**src/rtl/utf8d_pkg.sv**
```systemverilog
// ----------------------------------------------------------------------------
// UTF-8 decoder package
// Types, constants and byte-level decode functions shared by the decoder.
// ----------------------------------------------------------------------------
`default_nettype none

package utf8d_pkg;

    localparam logic [15:0] QMARK_CP    = 16'd63;
    localparam int          MAX_RESULTS = 3;

    typedef enum logic [2:0] {
        PH_IDLE  = 3'd0,
        PH_LEAD  = 3'd1,
        PH_HELD  = 3'd2,
        PH_WAIT4 = 3'd3
    } phase_t;

    typedef struct packed {
        phase_t      phase;
        logic [7:0]  lead;
        logic [7:0]  held;
    } dec_state_t;

    typedef struct packed {
        logic [1:0]  count;
        logic [15:0] cp0;
        logic [15:0] cp1;
        logic [15:0] cp2;
    } dec_res_t;

    typedef struct packed {
        logic [15:0] cp;
        logic [1:0]  len;
    } unit_t;

    function automatic logic is_cont(input logic [7:0] c);
        is_cont = (c[7:6] == 2'b10);
    endfunction

    // Length in bytes of a complete sequence that starts with this byte.
    function automatic logic [2:0] seq_len(input logic [7:0] c);
        logic [2:0] len;
        len = 3'd1;
        if (c[7] == 1'b0)
            len = 3'd1;
        else if (c[7:5] == 3'b110)
            len = 3'd2;
        else if (c[7:4] == 4'b1110)
            len = 3'd3;
        else if (c[7:3] == 5'b11110)
            len = 3'd4;
        return len;
    endfunction

    // Decodes one unit from up to three bytes, of which avail are present.
    function automatic unit_t unit_decode(
        input logic [7:0] c0,
        input logic [7:0] c1,
        input logic [7:0] c2,
        input logic [1:0] avail
    );
        unit_t u;
        u.cp  = QMARK_CP;
        u.len = 2'd1;
        if (c0[7] == 1'b0)
        begin
            u.cp = {8'h00, c0};
        end
        else if (c0[7:5] == 3'b110 && avail >= 2'd2)
        begin
            u.len = 2'd2;
            if (is_cont(c1))
                u.cp = {5'b00000, c0[4:0], c1[5:0]};
        end
        else if (c0[7:4] == 4'b1110 && avail == 2'd3)
        begin
            u.len = 2'd3;
            if (is_cont(c1) && is_cont(c2))
                u.cp = {c0[3:0], c1[5:0], c2[5:0]};
        end
        return u;
    endfunction

endpackage

`default_nettype wire

```
**src/rtl/utf8d_decode.sv**
```systemverilog
// ----------------------------------------------------------------------------
// UTF-8 decoder step logic
// Combinational decode of one byte against the pending sequence state.
// ----------------------------------------------------------------------------
`default_nettype none

module utf8d_decode (
    input  utf8d_pkg::dec_state_t state,
    input  logic [7:0]            byte_in,
    input  logic                  fin,
    output utf8d_pkg::dec_state_t state_next,
    output utf8d_pkg::dec_res_t   res
);
    import utf8d_pkg::*;

    logic [7:0] run_buf [8];
    logic [1:0] run_n;
    logic [2:0] need;
    logic       hold;
    unit_t      u0;
    unit_t      u1;
    unit_t      u2;
    logic [2:0] off1;
    logic [2:0] off2;
    logic [2:0] n3;

    // Assemble the run of known bytes; unused places read as zero.
    always_comb
    begin
        for (int i = 0; i < 8; i++)
            run_buf[i] = 8'h00;
        run_n = 2'd1;
        unique case (state.phase)
            PH_LEAD:
            begin
                run_buf[0] = state.lead;
                run_buf[1] = byte_in;
                run_n      = 2'd2;
            end
            PH_HELD:
            begin
                run_buf[0] = state.lead;
                run_buf[1] = state.held;
                run_buf[2] = byte_in;
                run_n      = 2'd3;
            end
            default:
            begin
                run_buf[0] = byte_in;
                run_n      = 2'd1;
            end
        endcase
    end

    assign n3   = {1'b0, run_n};
    assign need = seq_len(run_buf[0]);
    assign hold = (state.phase != PH_WAIT4) && !fin && (n3 < need);

    // Next state.
    always_comb
    begin
        state_next.phase = PH_IDLE;
        state_next.lead  = 8'h00;
        state_next.held  = 8'h00;
        if (hold)
        begin
            state_next.lead = state.lead;
            state_next.held = state.held;
            unique case (run_n)
                2'd1:
                begin
                    state_next.phase = PH_LEAD;
                    state_next.lead  = byte_in;
                end
                2'd2:
                begin
                    state_next.phase = PH_HELD;
                    state_next.held  = byte_in;
                end
                default:
                begin
                    state_next.phase = PH_WAIT4;
                    state_next.held  = 8'h00;
                end
            endcase
        end
    end

    // Units of the run, each starting where the previous one ended.
    always_comb
    begin
        u0   = unit_decode(run_buf[0], run_buf[1], run_buf[2], run_n);
        off1 = {1'b0, u0.len};
        u1   = unit_decode(run_buf[off1], run_buf[3'(off1 + 3'd1)],
                           run_buf[3'(off1 + 3'd2)], 2'(n3 - off1));
        off2 = 3'(off1 + {1'b0, u1.len});
        u2   = unit_decode(run_buf[off2], run_buf[3'(off2 + 3'd1)],
                           run_buf[3'(off2 + 3'd2)], 2'(n3 - off2));
    end

    // Results.
    always_comb
    begin
        res.count = 2'd0;
        res.cp0   = QMARK_CP;
        res.cp1   = QMARK_CP;
        res.cp2   = QMARK_CP;
        if (state.phase == PH_WAIT4)
        begin
            res.count = 2'd1;
        end
        else if (!hold)
        begin
            res.cp0   = u0.cp;
            res.cp1   = u1.cp;
            res.cp2   = u2.cp;
            res.count = 2'(2'd1 + {1'b0, (off1 < n3)} + {1'b0, (off2 < n3)});
        end
    end

endmodule

`default_nettype wire

```
**src/rtl/utf8d_out_buf.sv**
```systemverilog
// ----------------------------------------------------------------------------
// UTF-8 decoder result buffer
// Holds the up to three code points of one byte and hands them out in order.
// ----------------------------------------------------------------------------
`default_nettype none

module utf8d_out_buf (
    input  logic                clk,
    input  logic                rst_n,
    input  utf8d_pkg::dec_res_t res,
    input  logic                res_fin,
    input  logic                load,
    output logic                can_load,
    output logic                m_tvalid,
    input  logic                m_tready,
    output logic [15:0]         m_tdata,  // [15:0] code_point
    output logic                m_tuser,  // [0] run_last
    output logic                m_tlast   // text_end
);
    import utf8d_pkg::*;

    logic [1:0]  cnt_reg;
    logic [1:0]  cnt_next;
    logic [15:0] slot_reg [MAX_RESULTS];
    logic [15:0] slot_next [MAX_RESULTS];
    logic        fin_reg;
    logic        fin_next;
    logic        take;

    assign take     = m_tvalid && m_tready;
    assign can_load = (cnt_reg == 2'd0) || (cnt_reg == 2'd1 && m_tready);

    always_comb
    begin
        cnt_next = cnt_reg;
        fin_next = fin_reg;
        for (int i = 0; i < MAX_RESULTS; i++)
            slot_next[i] = slot_reg[i];
        if (load)
        begin
            cnt_next     = res.count;
            fin_next     = res_fin;
            slot_next[0] = res.cp0;
            slot_next[1] = res.cp1;
            slot_next[2] = res.cp2;
        end
        else if (take)
        begin
            cnt_next = cnt_reg - 2'd1;
            for (int i = 0; i < MAX_RESULTS - 1; i++)
                slot_next[i] = slot_reg[i + 1];
        end
    end

    always_ff @(posedge clk or negedge rst_n)
    begin
        if (!rst_n)
        begin
            cnt_reg <= 2'd0;
            fin_reg <= 1'b0;
        end
        else
        begin
            cnt_reg <= cnt_next;
            fin_reg <= fin_next;
        end
    end

    always_ff @(posedge clk)
    begin
        for (int i = 0; i < MAX_RESULTS; i++)
            slot_reg[i] <= slot_next[i];
    end

    assign m_tvalid = (cnt_reg != 2'd0);
    assign m_tdata  = slot_reg[0];
    assign m_tuser  = (cnt_reg == 2'd1);
    assign m_tlast  = (cnt_reg == 2'd1) && fin_reg;

    // A stalled buffer must not be reloaded or drained.
    a_stall_keeps_count: assert property (@(posedge clk) disable iff (!rst_n)
        (cnt_reg != 2'd0 && !m_tready) |=> (cnt_reg == $past(cnt_reg)))
        else $error("result count changed while the output was stalled");

    // The end of the text is always the last result of its byte.
    a_end_is_run_last: assert property (@(posedge clk) disable iff (!rst_n)
        (m_tvalid && m_tlast) |-> m_tuser)
        else $error("text end flagged on a result that is not the last of its byte");

endmodule

`default_nettype wire

```
**src/rtl/utf8_codepoint_decoder_core.sv**
```systemverilog
// ----------------------------------------------------------------------------
// UTF-8 code point decoder
// Turns a byte stream of UTF-8 text into 16-bit code points, '?' on errors.
// ----------------------------------------------------------------------------
//  Port group | Dir | tdata            | tuser        | tlast
//  s_*        | in  | [7:0] text_byte  | -            | byte_is_final
//  m_*        | out | [15:0] code_point| [0] run_last | text_end
//
//  An accepted byte waits in the input register until the result buffer can
//  take its results, which are decoded and loaded into the buffer at that
//  edge; the first result is offered from that edge on. One byte is taken
//  per cycle while each byte gives at most one result and m_tready is held
//  high; a byte that gives more results keeps the result buffer busy until
//  they have left, so the byte behind it waits in the input register.
//  Reset empties both registers and clears the state.
// ----------------------------------------------------------------------------
`default_nettype none

module utf8_codepoint_decoder_core (
    input  logic        clk,
    input  logic        rst_n,
    input  logic        s_tvalid,
    output logic        s_tready,
    input  logic [7:0]  s_tdata,   // [7:0] text_byte
    input  logic        s_tlast,   // byte_is_final
    output logic        m_tvalid,
    input  logic        m_tready,
    output logic [15:0] m_tdata,   // [15:0] code_point
    output logic        m_tuser,   // [0] run_last
    output logic        m_tlast    // text_end
);
    import utf8d_pkg::*;

    logic       in_valid_reg;
    logic [7:0] in_byte_reg;
    logic       in_fin_reg;
    logic       can_load;
    logic       move;

    phase_t     phase_reg;
    logic [7:0] lead_reg;
    logic [7:0] held_reg;
    dec_state_t state_cur;
    dec_state_t state_next;
    dec_res_t   dec_res;

    assign move     = in_valid_reg && can_load;
    assign s_tready = !in_valid_reg || can_load;

    always_ff @(posedge clk or negedge rst_n)
    begin
        if (!rst_n)
            in_valid_reg <= 1'b0;
        else if (s_tvalid && s_tready)
            in_valid_reg <= 1'b1;
        else if (move)
            in_valid_reg <= 1'b0;
    end

    always_ff @(posedge clk)
    begin
        if (s_tvalid && s_tready)
        begin
            in_byte_reg <= s_tdata;
            in_fin_reg  <= s_tlast;
        end
    end

    assign state_cur.phase = phase_reg;
    assign state_cur.lead  = lead_reg;
    assign state_cur.held  = held_reg;

    utf8d_decode u_decode (
        .state      (state_cur),
        .byte_in    (in_byte_reg),
        .fin        (in_fin_reg),
        .state_next (state_next),
        .res        (dec_res)
    );

    always_ff @(posedge clk or negedge rst_n)
    begin
        if (!rst_n)
        begin
            phase_reg <= PH_IDLE;
            lead_reg  <= 8'h00;
            held_reg  <= 8'h00;
        end
        else if (move)
        begin
            phase_reg <= state_next.phase;
            lead_reg  <= state_next.lead;
            held_reg  <= state_next.held;
        end
    end

    utf8d_out_buf u_out_buf (
        .clk      (clk),
        .rst_n    (rst_n),
        .res      (dec_res),
        .res_fin  (in_fin_reg),
        .load     (move),
        .can_load (can_load),
        .m_tvalid (m_tvalid),
        .m_tready (m_tready),
        .m_tdata  (m_tdata),
        .m_tuser  (m_tuser),
        .m_tlast  (m_tlast)
    );

    // A byte that gives no result always leaves a sequence pending.
    a_silent_byte_pends: assert property (@(posedge clk) disable iff (!rst_n)
        (move && dec_res.count == 2'd0) |=> (phase_reg != PH_IDLE))
        else $error("byte gave no result but no sequence is pending");

    // The final byte of a text leaves the decoder idle.
    a_final_clears: assert property (@(posedge clk) disable iff (!rst_n)
        (move && in_fin_reg) |=> (phase_reg == PH_IDLE))
        else $error("decoder not idle after the final byte");

endmodule

`default_nettype wire
```
**config.mk**
```make
export PLATFORM = sky130hd
export DESIGN_NAME = utf8_codepoint_decoder_core
export DESIGN_NICKNAME = d
export VERILOG_FILES = /design/src/rtl/utf8d_pkg.sv /design/src/rtl/utf8d_decode.sv /design/src/rtl/utf8d_out_buf.sv /design/src/rtl/utf8_codepoint_decoder_core.sv
export SDC_FILE = /design/constraint.sdc
export NUM_CORES = 1
export LEC_CHECK = 0
export BUFFER_PORTS_ARGS = -buffer_cell sky130_fd_sc_hd__buf_2
export CAP_MARGIN = 20
export CORE_ASPECT_RATIO = 2
export CORE_UTILIZATION = 56
export DETAILED_ROUTE_END_ITERATION = 8
export PLACE_DENSITY = 0.77
export SYNTH_ARGS = -nofsm -noshare
export SYNTH_HDL_FRONTEND = slang
export SYNTH_HIERARCHICAL = 1
export SYNTH_SLANG_ARGS = --single-unit
```
**constraint.sdc**
```tcl
create_clock -name clk -period 5.8 [get_ports clk]
set_clock_uncertainty 0.2 [all_clocks]
set_input_delay 0.87 -clock clk [delete_from_list [all_inputs] [get_ports clk]]
set_output_delay 0.87 -clock clk [all_outputs]
set_load 0.01 [all_outputs]
```
* After elaboration in Yosys (flattened, before gate mapping)
Memory sizes are Yosys's and may differ from the RTL's.
Index checks and enable logic that the tools add are counted.
** Storage, ports and cells
- Memory bits (writable) :: 48
- Logic and storage cells :: 146
- Register bits :: 32
- Output and inout port bits :: 20
- Input port bits :: 13
- Memories :: 1
** Memories
- u_out_buf.slot_reg :: depth 3, bits a word 16, rd ports 3, clocked after memory_dff 0, write ports 3, RTL line utf8d_out_buf.sv:24 : logic [15:0] slot_reg [MAX_RESULTS];
** Cells by class
- Bitwise logic cells :: 6
- Add/subtract/negate cells :: 10
- Reductions and logical operators :: 27
- Magnitude comparators :: 12
- Multiplexer cells :: 57
- Equal/unequal tests :: 25
** Operators by type and width (count)
- binary-select mux 8 bit (select 3 bit) :: 6
- two-way mux 8 bit :: 15
- two-way mux 16 bit :: 7
- two-way mux 18 bit :: 6
- two-way mux 32 bit :: 2
- two-way mux 50 bit :: 1
- two-way mux 48 bit :: 1
- two-way mux 11 bit :: 3
- one-hot mux 8 bit (2 select lines) :: 2
- greater-or-equal comparator 4 bit (second input constant) :: 6
- equality test 2 bit (second input constant) :: 10
- NOT 3 -> 4 bit :: 5
- two-way mux 19 bit :: 1
- logical AND 1 bit :: 16
- equality test 4 bit (second input constant) :: 3
- two-way mux 3 bit :: 4
- two-way mux 2 bit :: 5
- equality test 3 bit (second input constant) :: 3
- one-hot mux 2 bit (2 select lines) :: 2
- equality test 3 x 2 -> 1 bit (second input constant) :: 2
- greater-or-equal comparator 2 bit (second input constant) :: 3
- nonzero test 2 bit :: 3
- equality test 5 bit (second input constant) :: 1
- equality test 2 x 1 -> 1 bit (second input constant) :: 2
- other kinds (22) :: 28

* Longest topological paths before layout
- Depth in word-level cells :: 34
- Depth in mapped cells :: 24
- Depth with buffers taken out :: 21

* Modules after synthesis
The synthesis kept the hierarchy.
** By module, submodules not included
- utf8d_decode :: cells each 408, area an instance 2534.9 um^2, instances 1, sequential area each 0.0 um^2
- utf8d_out_buf :: cells each 121, area an instance 2164.6 um^2, instances 1, sequential area each 1516.5 um^2
- utf8_codepoint_decoder_core :: cells each 55, area an instance 1109.8 um^2, instances 1, sequential area each 770.7 um^2

* Worst setup path before layout
OpenSTA, ideal clock, no wires.
- Kind :: register to register
- Start :: register phase_reg[1]
- End :: memory u_out_buf.slot_reg[2][4] (netlist: u_out_buf/slot_reg[0][36]) (data pin)
- Period minus slack after synthesis :: 5496 ps
- Path buffers :: 4
- Data required time :: 5344 ps
- Cell stages (with the launch flop) :: 24
- Setup slack :: 304 ps
- Setup time :: 256 ps
- Data arrival time :: 5041 ps
- Cell sequence :: dfrtp_1 buf_4 or3b_1 buf_6 inv_2 buf_4 clkbuf_1 ha_1 inv_1 fa_1 nand2b_1 a41o_1 a21oi_1 mux2i_1 o21ai_0 o21ai_0 ha_1 or3b_2 o22ai_1 a31oi_2 nor4_4 o21ai_1 a311o_1 a31o_2
** RTL lines
- start, declared :: RTL line utf8_codepoint_decoder_core.sv:40 : phase_t phase_reg;
- start signal, assigned :: RTL line utf8_codepoint_decoder_core.sv:91 : phase_reg <= state_next.phase;
- end, declared :: RTL line utf8d_out_buf.sv:24

==> metrics.log <==
[metrics] status: finished clean
[metrics] DP Area: 6020 um2
[metrics] final worst-path cycle share: 0.938
[metrics] switching power total: 1.14 mW
[metrics] post-layout instance area: 6310 um2
[metrics] most used cells in the layout excluding fill and tap cells: sky130_fd_sc_hd__nor2_1 (58), sky130_fd_sc_hd__edfxtp_1 (57), sky130_fd_sc_hd__o21ai_0 (39)
[metrics] mean routed wirelength per cell: 24.3 um
[metrics] min-delay worst type: reg -> reg
[metrics] violation count after the first detailed-routing iteration: 446
[metrics] flip-flop count of the largest register, all copies and words added: 48
[metrics] first-pass GRT wire length: 27.2 mm
[metrics] worst hold margin: 0.310 ns
[metrics] Die Width: 74.0 um
[metrics] number of setup buffers added after CTS: 0
[metrics] Die Area: 10800 um2
[metrics] fraction of final layout cells sized beyond drive strength 1: 0.262
[metrics] cell with the biggest individual delay on the critical path: sky130_fd_sc_hd__fa_1
[metrics] Remaining Overflow, GRT: 0
[metrics] number of buffers created by CTS: 9
[metrics] storage element area: 2290 um2
[metrics] cell area after synthesis: 5810 um2
[metrics] post-detailed-route count of antenna-violating nets: 0
[metrics] power density over the cells: 467 nW/um2
[metrics] Sinks on Clock Net: 80
[metrics] Critical Path End Type: flip-flop
[metrics] Cell Count Post-Placement: 726
[metrics] number of hold-slack violations in the final timing report: 0
[metrics] TritonCTS clock tree: yes
[metrics] overall via count from detail_route: 4921
[metrics] transition time of the tightest slew-check pin: 0.873 ns
[metrics] required arrival time at the worst endpoint: 5.80 ns
[metrics] number of enable flip-flop cells after synthesis: 57
[metrics] number of buffers inserted by port buffering: 32
[metrics] sequential element share of the synthesized area: 0.394
[metrics] Root Driver: sky130_fd_sc_hd__clkbuf_16
[metrics] switching share of power: 0.385
[metrics] IR Drop Worst-Case VDD: 0.341 mV
[metrics] sequential group share of total power: 0.377
[metrics] chip height: 146 um
[metrics] max_slew headroom: 0.413
[metrics] filler cell count: 872
[metrics] design internal power: 1.81 mW
[metrics] setup slack of the worst register-to-register path: 0.36 ns
[metrics] signal arrival time at the worst endpoint: 5.44 ns
[metrics] LEAKAGE: 2.44 nW
[metrics] total length of routed wires: 18.0 mm
[metrics] largest stage delay on the critical path: 0.54 ns
[metrics] number of global-route vias before repair: 4808
[metrics] number of storage elements in the synthesis netlist: 80
[metrics] max-cap violation count: 0
[metrics] setup repair after global routing missed its margin: false
[metrics] number of instances resized during post-cts repair: 0
[metrics] P&R area growth vs syn: 8.68%
[metrics] final critical path time including I/O delays and setup: 5.44 ns
[metrics] Final GP Congestion: 1.07
[metrics] Worst Path Class, Setup: reg -> reg
[metrics] pin count of the biggest net entering global routing: 33
[metrics] sequence of cells on the critical path: xor2_1, nand3_2, a211o_1, fa_1, nand2b_1, a41o_1, a21oi_1, mux2i_1, o21ai_0, o21ai_0, ha_1, buf_4, clkinv_1, a31oi_2, nor4_4, buf_4, a222oi_1, nor3_1, o31ai_1, buf_4
[metrics] ys flop type: sky130_fd_sc_hd__edfxtp_1
[metrics] number of I/O pins: 33
[metrics] cts hold-fix bufs: 0
[metrics] maximum number of buffers from clock root to sink: 2
[metrics] clock share of power: 0.188
[metrics] CP Max Fanout: 18
[metrics] core area: 10100 um2
[metrics] register clock-pin slew on the reported worst setup and hold paths: 0.06 ns
[metrics] total count of max-transition violations in the final report: 0
[metrics] number of design rule violations left after detail routing: 0
[metrics] critical path's most frequent cell: sky130_fd_sc_hd__buf_4
[metrics] Final Non-Filler Cells: 742
[metrics] post-synthesis cell type count: 84
[metrics] number of rows in the core area: 52
[metrics] cell count after synthesis: 584
[metrics] combined buffer and inverter count along the critical path: 4
[metrics] antenna violations before repair: 0
[metrics] type of element launching the critical path: flip-flop
[metrics] number of nets in the final layout: 629
[metrics] total half-perimeter wirelength after legalization and detailed placement: 13.7 mm
[metrics] Multi-input gate area: 3090 um2
[metrics] final-report setup violation count: 0
[metrics] combinational group share of total power: 0.435
[metrics] mean instance size in the synthesized netlist: 9.95 um2
[metrics] vias per cell: 6.63
[metrics] total number of H-tree levels: 3
[metrics] Starting Density: 0.576
[metrics] diode count: 0
[metrics] Synthesis Warnings: 6
[metrics] GRT Overall Usage: 0.350
[metrics] share of synthesized flip-flops with an asynchronous set or reset: 0.288
[metrics] clock latency reported for the late side of the worst-skew pair: 0.34 ns
[metrics] most common library cell in the layout ignoring fill and taps: sky130_fd_sc_hd__nor2_1
[metrics] number of detailed-route iterations in the first pass: 7
[metrics] fmax: 184 MHz
[metrics] final-layout setup total negative slack: 0 ns
[metrics] family with the most delay on the worst path: compound AO/OA/AOI/OAI gates
final timing paths:
kind,from,endpoint,cells after the start
max in group asynchronous,rst_n,lead_reg[6]$_DFFE_PN0P_,1
min in group asynchronous,rst_n,in_valid_reg$_DFFE_PN0P_,1
setup / recovery,phase_reg[1]$_DFFE_PN0P_,u_out_buf/slot_reg[0][34]$_DFFE_PP_,20
hold reg to reg,u_out_buf/fin_reg$_DFFE_PN0P_,u_out_buf/fin_reg$_DFFE_PN0P_,1
hold / removal,u_out_buf/fin_reg$_DFFE_PN0P_,u_out_buf/fin_reg$_DFFE_PN0P_,1
setup reg to reg,phase_reg[1]$_DFFE_PN0P_,u_out_buf/slot_reg[0][34]$_DFFE_PP_,20
worst register-to-register path, stage by stage, from the launching register on:
cell and delay (ns):
sky130_fd_sc_hd__dfrtp_1 0.53, sky130_fd_sc_hd__xor2_1 0.35, sky130_fd_sc_hd__nand3_2 0.22, sky130_fd_sc_hd__a211o_1 0.34
sky130_fd_sc_hd__fa_1 0.54, sky130_fd_sc_hd__nand2b_1 0.06, sky130_fd_sc_hd__a41o_1 0.21, sky130_fd_sc_hd__a21oi_1 0.11
sky130_fd_sc_hd__mux2i_1 0.09, sky130_fd_sc_hd__o21ai_0 0.13, sky130_fd_sc_hd__o21ai_0 0.10, sky130_fd_sc_hd__ha_1 0.42
sky130_fd_sc_hd__buf_4 0.27, sky130_fd_sc_hd__clkinv_1 0.30, sky130_fd_sc_hd__a31oi_2 0.33, sky130_fd_sc_hd__nor4_4 0.08
sky130_fd_sc_hd__buf_4 0.18, sky130_fd_sc_hd__a222oi_1 0.38, sky130_fd_sc_hd__nor3_1 0.08, sky130_fd_sc_hd__o31ai_1 0.21
sky130_fd_sc_hd__buf_4 0.17
cells by family (layout without fill, tap and decap cells):
kind of cell             after synthesis  count (layout)  share of synthesized area
AO/OA/AOI/OAI                        160             160                      0.191
XOR/XNOR                               3               3                    0.00582
buffers and inverters                 81              99                     0.0790
flip-flops                            80              80                      0.394
adder cells (fa/ha/maj)               14              14                     0.0314
multiplexers                          58              58                      0.123
other                                  1               6                   0.000646
AND/OR/NAND/NOR                      187             187                      0.175
power groups by stage:
stage          Clock, mW  Combinational, mW  Sequential (mW)
3_5_place_dp           0               1.27             1.12
4_1_cts            0.567               1.27             1.11
6_report           0.554               1.29             1.11
5_1_grt            0.588               1.37             1.14
3_3_place_gp           0               1.24             1.11
2_1_floorplan          0               1.02             1.03
metrics by stage:
step	power, mW	utilization	worst slack, ns
global route	3.10	0.626	0.00209
global placement	2.35	0.597	0.510
floorplan	2.05	-	0.304
finish	2.95	0.626	0.358
detailed placement	2.39	0.597	0.474
CTS	2.95	0.626	0.452
synthesized netlist by cell type, types with 4 or more instances:
library cell | n | area, um2
sky130_fd_sc_hd__dfrtp_1 | 23 | 576
sky130_fd_sc_hd__nor2b_1 | 7 | 43.8
sky130_fd_sc_hd__nand2b_1 | 7 | 43.8
sky130_fd_sc_hd__a22oi_1 | 18 | 135
sky130_fd_sc_hd__a21oi_1 | 25 | 125
sky130_fd_sc_hd__a22o_1 | 5 | 43.8
sky130_fd_sc_hd__nand4_1 | 4 | 25.0
sky130_fd_sc_hd__and3_1 | 7 | 43.8
sky130_fd_sc_hd__a211oi_1 | 6 | 45.0
sky130_fd_sc_hd__mux2_4 | 19 | 285
sky130_fd_sc_hd__ha_1 | 13 | 163
sky130_fd_sc_hd__inv_1 | 15 | 56.3
sky130_fd_sc_hd__nand2_1 | 36 | 135
sky130_fd_sc_hd__clkbuf_1 | 24 | 90.1
sky130_fd_sc_hd__o22ai_1 | 7 | 43.8
sky130_fd_sc_hd__or4_1 | 7 | 52.6
sky130_fd_sc_hd__o31ai_1 | 5 | 37.5
sky130_fd_sc_hd__buf_4 | 24 | 180
sky130_fd_sc_hd__mux2i_1 | 6 | 60.1
sky130_fd_sc_hd__a21o_1 | 5 | 37.5
sky130_fd_sc_hd__nor2_1 | 58 | 218
sky130_fd_sc_hd__a31oi_1 | 9 | 56.3
sky130_fd_sc_hd__nor3_1 | 8 | 40.0
sky130_fd_sc_hd__nand3_1 | 14 | 70.1
sky130_fd_sc_hd__nor3b_1 | 4 | 30.0
sky130_fd_sc_hd__buf_6 | 7 | 78.8
sky130_fd_sc_hd__a32oi_1 | 8 | 70.1
sky130_fd_sc_hd__and2_1 | 8 | 50.1
sky130_fd_sc_hd__o21ai_0 | 39 | 195
sky130_fd_sc_hd__buf_2 | 6 | 30.0
sky130_fd_sc_hd__edfxtp_1 | 57 | 1710
sky130_fd_sc_hd__mux2_2 | 32 | 360
cell type report:
class / count / area share
Timing Repair Buffer: 64 / 0.0634
Sequential cell: 80 / 0.362
Tap cell: 135 / 0.0268
Multi-Input combinational cell: 428 / 0.489
Inverter: 19 / 0.0121
Clock inverter: 7 / 0.0109
Clock buffer: 9 / 0.0357
layer usage:
| layer | up-vias | share of wire | GRT usage |
|---|---|---|---|
| li1 | 2214 | - | - |
| met1 | 2386 | 0.35 | 0.362 |
| met2 | 240 | 0.51 | 0.590 |
| met3 | 81 | 0.050 | 0.0642 |
| met4 | 0 | 0.093 | 0.283 |
| met5 | - | 0 | 0 |
Note: power is estimated with default switching activity, not from simulation.
